==> src/design/spe_pkg.sv <==
// shared constants, types and control structs for the set partition enumerator
package spe_pkg;

    localparam int MAX_ELEMENTS = 16;
    localparam int IDX_W        = $clog2(MAX_ELEMENTS);
    localparam int CODE_W       = 4;
    localparam int SIZE_W       = 5;
    localparam int CODES_W      = MAX_ELEMENTS * CODE_W;
    localparam logic [CODE_W-1:0] CODE_TOP = {CODE_W{1'b1}};

    typedef enum logic [1:0] {
        ST_IDLE,
        ST_SCAN,
        ST_FILL,
        ST_FINISH
    } state_t;

    typedef enum logic [1:0] {
        OP_NONE,
        OP_CLEAR,
        OP_BUMP,
        OP_FILL
    } op_t;

    typedef struct packed {
        op_t               op;
        logic [IDX_W-1:0]  idx;
        logic [IDX_W-1:0]  rd_idx;
        logic [CODE_W-1:0] fill_max;
    } ctrl_t;

    typedef struct packed {
        logic              hit;
        logic [CODE_W-1:0] max_val;
        logic [CODE_W-1:0] pm_rd;
    } stat_t;

endpackage

==> src/design/spe_datapath.sv <==
// code and prefix-maximum storage with the shared compare/increment unit
module spe_datapath (
    input  logic                   clk,
    input  logic                   rst_n,
    input  spe_pkg::ctrl_t         ctrl,
    output spe_pkg::stat_t         stat,
    output logic [spe_pkg::CODES_W-1:0] codes
);
    import spe_pkg::*;

    logic [CODE_W-1:0] codes_reg [MAX_ELEMENTS];
    logic [CODE_W-1:0] pmax_reg  [MAX_ELEMENTS];
    logic [CODE_W-1:0] cur_code;
    logic [CODE_W-1:0] bumped;

    // one code and one prefix maximum are looked at per cycle
    assign cur_code      = codes_reg[ctrl.idx];
    assign stat.pm_rd    = pmax_reg[ctrl.rd_idx];
    assign bumped        = cur_code + CODE_W'(1);
    assign stat.hit      = (cur_code <= stat.pm_rd) && (cur_code != CODE_TOP);
    assign stat.max_val  = (bumped > stat.pm_rd) ? bumped : stat.pm_rd;

    always_comb
    begin
        for (int k = 0; k < MAX_ELEMENTS; k++)
        begin
            codes[k*CODE_W +: CODE_W] = codes_reg[k];
        end
    end

    always_ff @(posedge clk or negedge rst_n)
    begin
        if (!rst_n)
        begin
            for (int k = 0; k < MAX_ELEMENTS; k++)
            begin
                codes_reg[k] <= '0;
                pmax_reg[k]  <= '0;
            end
        end
        else
        begin
            case (ctrl.op)
                OP_CLEAR:
                begin
                    for (int k = 0; k < MAX_ELEMENTS; k++)
                    begin
                        codes_reg[k] <= '0;
                        pmax_reg[k]  <= '0;
                    end
                end
                OP_BUMP:
                begin
                    codes_reg[ctrl.idx] <= bumped;
                    pmax_reg[ctrl.idx]  <= stat.max_val;
                end
                OP_FILL:
                begin
                    codes_reg[ctrl.idx] <= '0;
                    pmax_reg[ctrl.idx]  <= ctrl.fill_max;
                end
                default:
                begin
                end
            endcase
        end
    end

endmodule

==> src/design/set_partition_enumerator.sv <==
// set partition enumerator top level: sequencer, size register and result register
//
// Emits set partitions as restricted growth strings in lexicographic order, one
// result per request. A restart clears the codes and returns the single-block
// partition. An advance once the enumeration is exhausted, or an advance on a
// single-element set, goes straight to the finish state. Any other advance walks
// the positions downward from the last element, one position per cycle through a
// single compare/increment unit. It then zeroes the tail one element per cycle.
// When no position can be raised, the result is flagged exhausted and repeats the
// last partition until a restart. The request side stalls while an item is being
// worked and takes the next request the cycle after the load. A result still held
// by the receiver delays that load. The result register lets a new request in
// while the previous result still waits to be taken.
module set_partition_enumerator (
    input  logic                        clk,
    input  logic                        rst_n,
    input  logic                        set_size_we,
    input  logic [spe_pkg::SIZE_W-1:0]  set_size_data,
    input  logic                        req_valid,
    output logic                        req_stall,
    input  logic                        restart,
    output logic                        rsp_valid,
    input  logic                        rsp_stall,
    output logic [spe_pkg::CODES_W-1:0] partition_codes,
    output logic [spe_pkg::SIZE_W-1:0]  block_count,
    output logic                        exhausted
);
    import spe_pkg::*;

    state_t              state_reg, state_next;
    logic [SIZE_W-1:0]   set_size_reg;
    logic [IDX_W-1:0]    idx_reg, idx_next;
    logic [CODE_W-1:0]   fill_reg, fill_next;
    logic                done_reg, done_next;
    logic                exh_reg, exh_next;
    logic                rsp_valid_reg, rsp_valid_next;
    logic [CODES_W-1:0]  codes_out_reg;
    logic [SIZE_W-1:0]   count_out_reg;
    logic                exh_out_reg;
    logic                load_out;

    logic [SIZE_W-1:0]   n_eff;
    logic [IDX_W-1:0]    last_idx;
    logic [CODES_W-1:0]  codes_raw;
    logic [CODES_W-1:0]  codes_masked;
    ctrl_t               ctrl;
    stat_t               stat;

    spe_datapath u_datapath (
        .clk   (clk),
        .rst_n (rst_n),
        .ctrl  (ctrl),
        .stat  (stat),
        .codes (codes_raw)
    );

    // size 0 acts as 1, anything above the array depth acts as the depth
    assign n_eff = (set_size_reg == '0) ? SIZE_W'(1) :
                   (set_size_reg > SIZE_W'(MAX_ELEMENTS)) ? SIZE_W'(MAX_ELEMENTS) :
                   set_size_reg;
    assign last_idx = IDX_W'(n_eff - SIZE_W'(1));

    always_comb
    begin
        for (int k = 0; k < MAX_ELEMENTS; k++)
        begin
            codes_masked[k*CODE_W +: CODE_W] =
                (SIZE_W'(k) < n_eff) ? codes_raw[k*CODE_W +: CODE_W] : '0;
        end
    end

    always_ff @(posedge clk or negedge rst_n)
    begin
        if (!rst_n)
        begin
            state_reg     <= ST_IDLE;
            set_size_reg  <= SIZE_W'(4);
            idx_reg       <= '0;
            fill_reg      <= '0;
            done_reg      <= 1'b0;
            exh_reg       <= 1'b0;
            rsp_valid_reg <= 1'b0;
        end
        else
        begin
            state_reg     <= state_next;
            idx_reg       <= idx_next;
            fill_reg      <= fill_next;
            done_reg      <= done_next;
            exh_reg       <= exh_next;
            rsp_valid_reg <= rsp_valid_next;
            if (set_size_we)
            begin
                set_size_reg <= set_size_data;
            end
        end
    end

    always_ff @(posedge clk)
    begin
        if (load_out)
        begin
            codes_out_reg <= codes_masked;
            count_out_reg <= SIZE_W'(stat.pm_rd) + SIZE_W'(1);
            exh_out_reg   <= exh_reg;
        end
    end

    always_comb
    begin
        state_next    = state_reg;
        idx_next      = idx_reg;
        fill_next     = fill_reg;
        done_next     = done_reg;
        exh_next      = exh_reg;
        load_out      = 1'b0;
        ctrl.op       = OP_NONE;
        ctrl.idx      = idx_reg;
        ctrl.rd_idx   = (state_reg == ST_SCAN) ? (idx_reg - IDX_W'(1)) : last_idx;
        ctrl.fill_max = fill_reg;

        case (state_reg)
            ST_IDLE:
            begin
                if (req_valid)
                begin
                    if (restart)
                    begin
                        ctrl.op    = OP_CLEAR;
                        done_next  = 1'b0;
                        exh_next   = 1'b0;
                        state_next = ST_FINISH;
                    end
                    else if (done_reg)
                    begin
                        exh_next   = 1'b1;
                        state_next = ST_FINISH;
                    end
                    else if (last_idx == '0)
                    begin
                        // a single element has only one partition
                        done_next  = 1'b1;
                        exh_next   = 1'b1;
                        state_next = ST_FINISH;
                    end
                    else
                    begin
                        idx_next   = last_idx;
                        state_next = ST_SCAN;
                    end
                end
            end
            ST_SCAN:
            begin
                if (stat.hit)
                begin
                    ctrl.op   = OP_BUMP;
                    fill_next = stat.max_val;
                    exh_next  = 1'b0;
                    if (idx_reg == last_idx)
                    begin
                        state_next = ST_FINISH;
                    end
                    else
                    begin
                        idx_next   = idx_reg + IDX_W'(1);
                        state_next = ST_FILL;
                    end
                end
                else if (idx_reg == IDX_W'(1))
                begin
                    done_next  = 1'b1;
                    exh_next   = 1'b1;
                    state_next = ST_FINISH;
                end
                else
                begin
                    idx_next = idx_reg - IDX_W'(1);
                end
            end
            ST_FILL:
            begin
                // tail codes go to zero and inherit the new maximum
                ctrl.op = OP_FILL;
                if (idx_reg == last_idx)
                begin
                    state_next = ST_FINISH;
                end
                else
                begin
                    idx_next = idx_reg + IDX_W'(1);
                end
            end
            ST_FINISH:
            begin
                if (!rsp_valid_reg || !rsp_stall)
                begin
                    load_out   = 1'b1;
                    state_next = ST_IDLE;
                end
            end
            default:
            begin
                state_next = ST_IDLE;
            end
        endcase
    end

    always_comb
    begin
        rsp_valid_next = rsp_valid_reg;
        if (rsp_valid_reg && !rsp_stall)
        begin
            rsp_valid_next = 1'b0;
        end
        if (load_out)
        begin
            rsp_valid_next = 1'b1;
        end
    end

    assign req_stall       = (state_reg != ST_IDLE);
    assign rsp_valid       = rsp_valid_reg;
    assign partition_codes = codes_out_reg;
    assign block_count     = count_out_reg;
    assign exhausted       = exh_out_reg;

    // a new result only appears after the sequencer finishes an item
    a_result_from_finish: assert property (@(posedge clk) disable iff (!rst_n)
        $rose(rsp_valid) |-> $past(state_reg) == ST_FINISH)
        else $error("result appeared without a finished item");

    // block count stays within one..max elements
    a_count_range: assert property (@(posedge clk) disable iff (!rst_n)
        rsp_valid |-> (block_count != '0) && (block_count <= SIZE_W'(MAX_ELEMENTS)))
        else $error("block count out of range");

    // the scan never reaches element zero
    a_scan_floor: assert property (@(posedge clk) disable iff (!rst_n)
        state_reg == ST_SCAN |-> idx_reg != '0)
        else $error("scan index reached element zero");

    // exhaustion leaves the done flag set until a restart transfer
    a_done_sticky: assert property (@(posedge clk) disable iff (!rst_n)
        $fell(done_reg) |-> $past(req_valid && !req_stall && restart))
        else $error("done flag cleared without restart");

endmodule
==> config.mk <==
export PLATFORM = sky130hd
export DESIGN_NAME = set_partition_enumerator
export DESIGN_NICKNAME = d
export VERILOG_FILES = /design/src/design/spe_pkg.sv /design/src/design/spe_datapath.sv /design/src/design/set_partition_enumerator.sv
export SDC_FILE = /design/constraint.sdc
export NUM_CORES = 1
export LEC_CHECK = 0
export BUFFER_PORTS_ARGS = -buffer_cell sky130_fd_sc_hd__buf_2
export CAP_MARGIN = 20
export CORE_UTILIZATION = 34
export CTS_CLUSTER_SIZE = 40
export DETAILED_ROUTE_END_ITERATION = 8
export SETUP_SLACK_MARGIN = 0.02
export SYNTH_ARGS = -nofsm -noshare
export SYNTH_HDL_FRONTEND = slang
export SYNTH_SLANG_ARGS = --single-unit
==> constraint.sdc <==
create_clock -name clk -period 6.9 [get_ports clk]
set_input_delay 0.345 -clock clk [delete_from_list [all_inputs] [get_ports clk]]
set_output_delay 0.345 -clock clk [all_outputs]
set_load 0.05 [all_outputs]
==> results.md <==
- Status: finished clean
- Cells along the critical path: or4_1 -> o21ai_1 -> ha_1 -> nand2b_1 -> nand2_2 -> mux4_1 -> mux2i_1 -> mux2_4 -> ha_1 -> nor2b_1 -> o21a_1 -> o21a_1 -> o21ai_1 -> buf_4 -> nand3_4 -> a22oi_2 -> buf_12 -> o21ai_0 -> o2bb2ai_1
- Fraction of registers with async set/reset: 67.6%
- WP buf/inv: 2
- CP max stage cell: or4_1
- Avg WL per Cell: 21.2 um
- Placed Instance Area: 12300 um2
- Synth Area in Compound Gates: 22.1%
- DRT iter0 DRCs: 775
- Commonest non-fill, non-tap cells in the layout: dfrtp_1 (145), o21ai_0 (108), nand2_1 (82), buf_2 (81), a21oi_1 (71)
- Post-Synth Adder-Cell Area: 2.39%
- Startpoint types: flip-flop
- Worst-path maximum fanout: 112
- RD Place Congestion: 0.878
- CP arrival: 6630 ps
- Syn avg cell area: 11.0 um2
- Vias: 8796
- Rel. slew slack: 24.8%
- Post-CTS resize count: 0
- DRC errors left: 0
- Max_cap viols: 0
- Synth Net Count: 1083
- Final setup vio count: 0
- Unique masters post-synth: 73
- Worst path depth: 19
- RSZ-0062 raised after global routing: no
- Die area: 34600 um2
- Mux cell area share after synthesis: 9.19%
- GRT Total Usage: 19.4%
- Total Neg Setup Slack: 0 ps
- Inst Count DP: 1515
- Max clock buf depth: 3
- Final instance area: 13100 um2
- WHS Path Cells: 3
- Peak Freq: 161 MHz
- Routed vias/inst: 5.62
- Fill cells: 3187
- Worst-path clk slew: 60 ps
- P&R area growth vs syn: 13.8%
- Share of layout cells above drive strength 1: 17.9%
- Simple-gate portion of the synthesized area: 11.2%
- Final nets: 1130
- H-tree Lvls: 1
- Crit path required time: 7300 ps
- Min Tclk post-route: 6230 ps
- Actual slew at the worst max-slew pin: 1130 ps
- Clk root buf: clkbuf_16
- CP max stage delay: 730 ps
- Largest net degree at the start of global routing: 113
- Final hold vios: 0
- Gr ovfl total: 0
- First-pass GRT wire length: 51000 um
- CTS tree: done
- CP Class: reg -> reg
- Post-Synth XOR/XNOR Area: 0.988%
- Vias in the first global route: 8399
- Top Ports: 83
- ANT cells: 0
- HP Class: in -> reg
- Largest family of logic cells by synthesized area: compound AO/OA/AOI/OAI gates
- CP endpoint kind: flip-flop
- Drt pass-1 iters: 5
- Buffers added on ports: 82
- Clock Skews: 25.6 ps
- Synthesized flop and latch total: 216
- EDFF count, synth: 70
- DP HPWL: 22700 um
- Leading cell type in the layout, fill and taps excluded: dfrtp_1
- Die X-Extent: 186 um
- Post-route ant nets: 0
- Cell Rows: 67
- Die height: 186 um
- Max-slew violations: 0
- Antenna violations before repair: 0
- Postcts setup bufs: 0
- Ys flop type: dfrtp_1
- Drt total wl: 33200 um
- Non-filler cells, final: 1565
- Initial Util: 34.4%
- Core footprint: 33400 um2
- CTS Buf Count: 26
- CTS Sinks: 216
- Worst skew pair latency: 540 ps
- Delay-heaviest family, CP: simple AND/OR/NAND/NOR gates
- Mapped Area: 11500 um2
- Reg2Reg Depth: 19
- Period Utilization, post-route: 90.2%
- Cts hold-fix bufs: 1
- Yosys warning count: 0
- Cells after Synth: 1050
- Hold slack: 36.9 ps
- Register area share after synthesis: 50.0%
## synthesized netlist by cell type, types with 5 or more instances
cell | instances | area (um2)
dfrtp_1 | 145 | 3630
o21ai_0 | 108 | 541
nand2_1 | 82 | 308
a21oi_1 | 71 | 355
edfxtp_1 | 70 | 2100
nor2b_1 | 53 | 332
o2bb2ai_1 | 50 | 438
clkbuf_1 | 48 | 180
nor2_1 | 41 | 154
a31oi_1 | 40 | 250
o22a_1 | 34 | 298
o21ai_1 | 28 | 140
and2_1 | 27 | 169
buf_2 | 23 | 115
ha_1 | 22 | 275
mux2i_1 | 20 | 200
mux4_2 | 20 | 450
inv_1 | 14 | 52.6
nand3_1 | 14 | 70.1
a22o_1 | 12 | 105
mux2_2 | 10 | 113
xnor2_1 | 9 | 78.8
and3_1 | 7 | 43.8
buf_4 | 7 | 52.6
buf_6 | 7 | 78.8
mux4_1 | 7 | 184
o21a_1 | 5 | 37.5
## layer usage
metal  up-vias  global-route usage (%)  wire (um)
li1       4024                       -          -
met1      4349                    28.0      15000
met2       366                    29.5      14800
met3        57                    3.23       2430
met4         0                    6.56        986
met5         -                       0          0
## area by class of cell
| cell class | instances | area, um2 | share of cell area (%) |
|---|---|---|---|
| repair buffers | 106 | 636 | 4.85 |
| inverters | 14 | 52.6 | 0.401 |
| well taps | 448 | 561 | 4.27 |
| clock inverters | 14 | 119 | 0.906 |
| flip-flops and latches | 216 | 5760 | 43.9 |
| multi-input cells | 733 | 5290 | 40.3 |
| clock buffers | 34 | 702 | 5.35 |
## cells by family (layout without fill, tap and decap cells)
| logic type | Yosys count | in the layout |
|---|---|---|
| buf+inv | 101 | 168 |
| flops | 216 | 216 |
| fa+ha+maj | 22 | 22 |
| simple gates | 251 | 251 |
| compound gates | 384 | 384 |
| xor+xnor | 13 | 13 |
| mux | 63 | 63 |
## path summary, 6_finish.rpt
| path | end | slack (ps) | from |
|---|---|---|---|
| min reg2reg | u_datapath.pmax_reg[38] | 500 | u_datapath.pmax_reg[38] |
| max in group asynchronous | set_size_reg[2] | 5330 | rst_n |
| min | set_size_reg[0] | 40 | set_size_data[0] |
| max reg2reg | u_datapath.codes[63] | 670 | set_size_reg[4] |
| min in group asynchronous | u_datapath.pmax_reg[43] | 420 | rst_n |
| max | u_datapath.codes[63] | 670 | set_size_reg[4] |
## metrics by stage
step                      util, %  setup WS (ps)
final                        39.2            673
after global routing         39.2            368
after CTS                    39.1            717
after detailed placement     36.6            712
after global placement       36.6            813
after floorplan                 -            492
## tightest hold or removal path: cells and delay by family
kind            cells  cell delay, ps
compound gates      1              60
buf+inv             1              90
simple gates        1              40
Power is not shown: default switching activity piles up to over one toggle a cycle in this logic, so the estimate is an artifact.
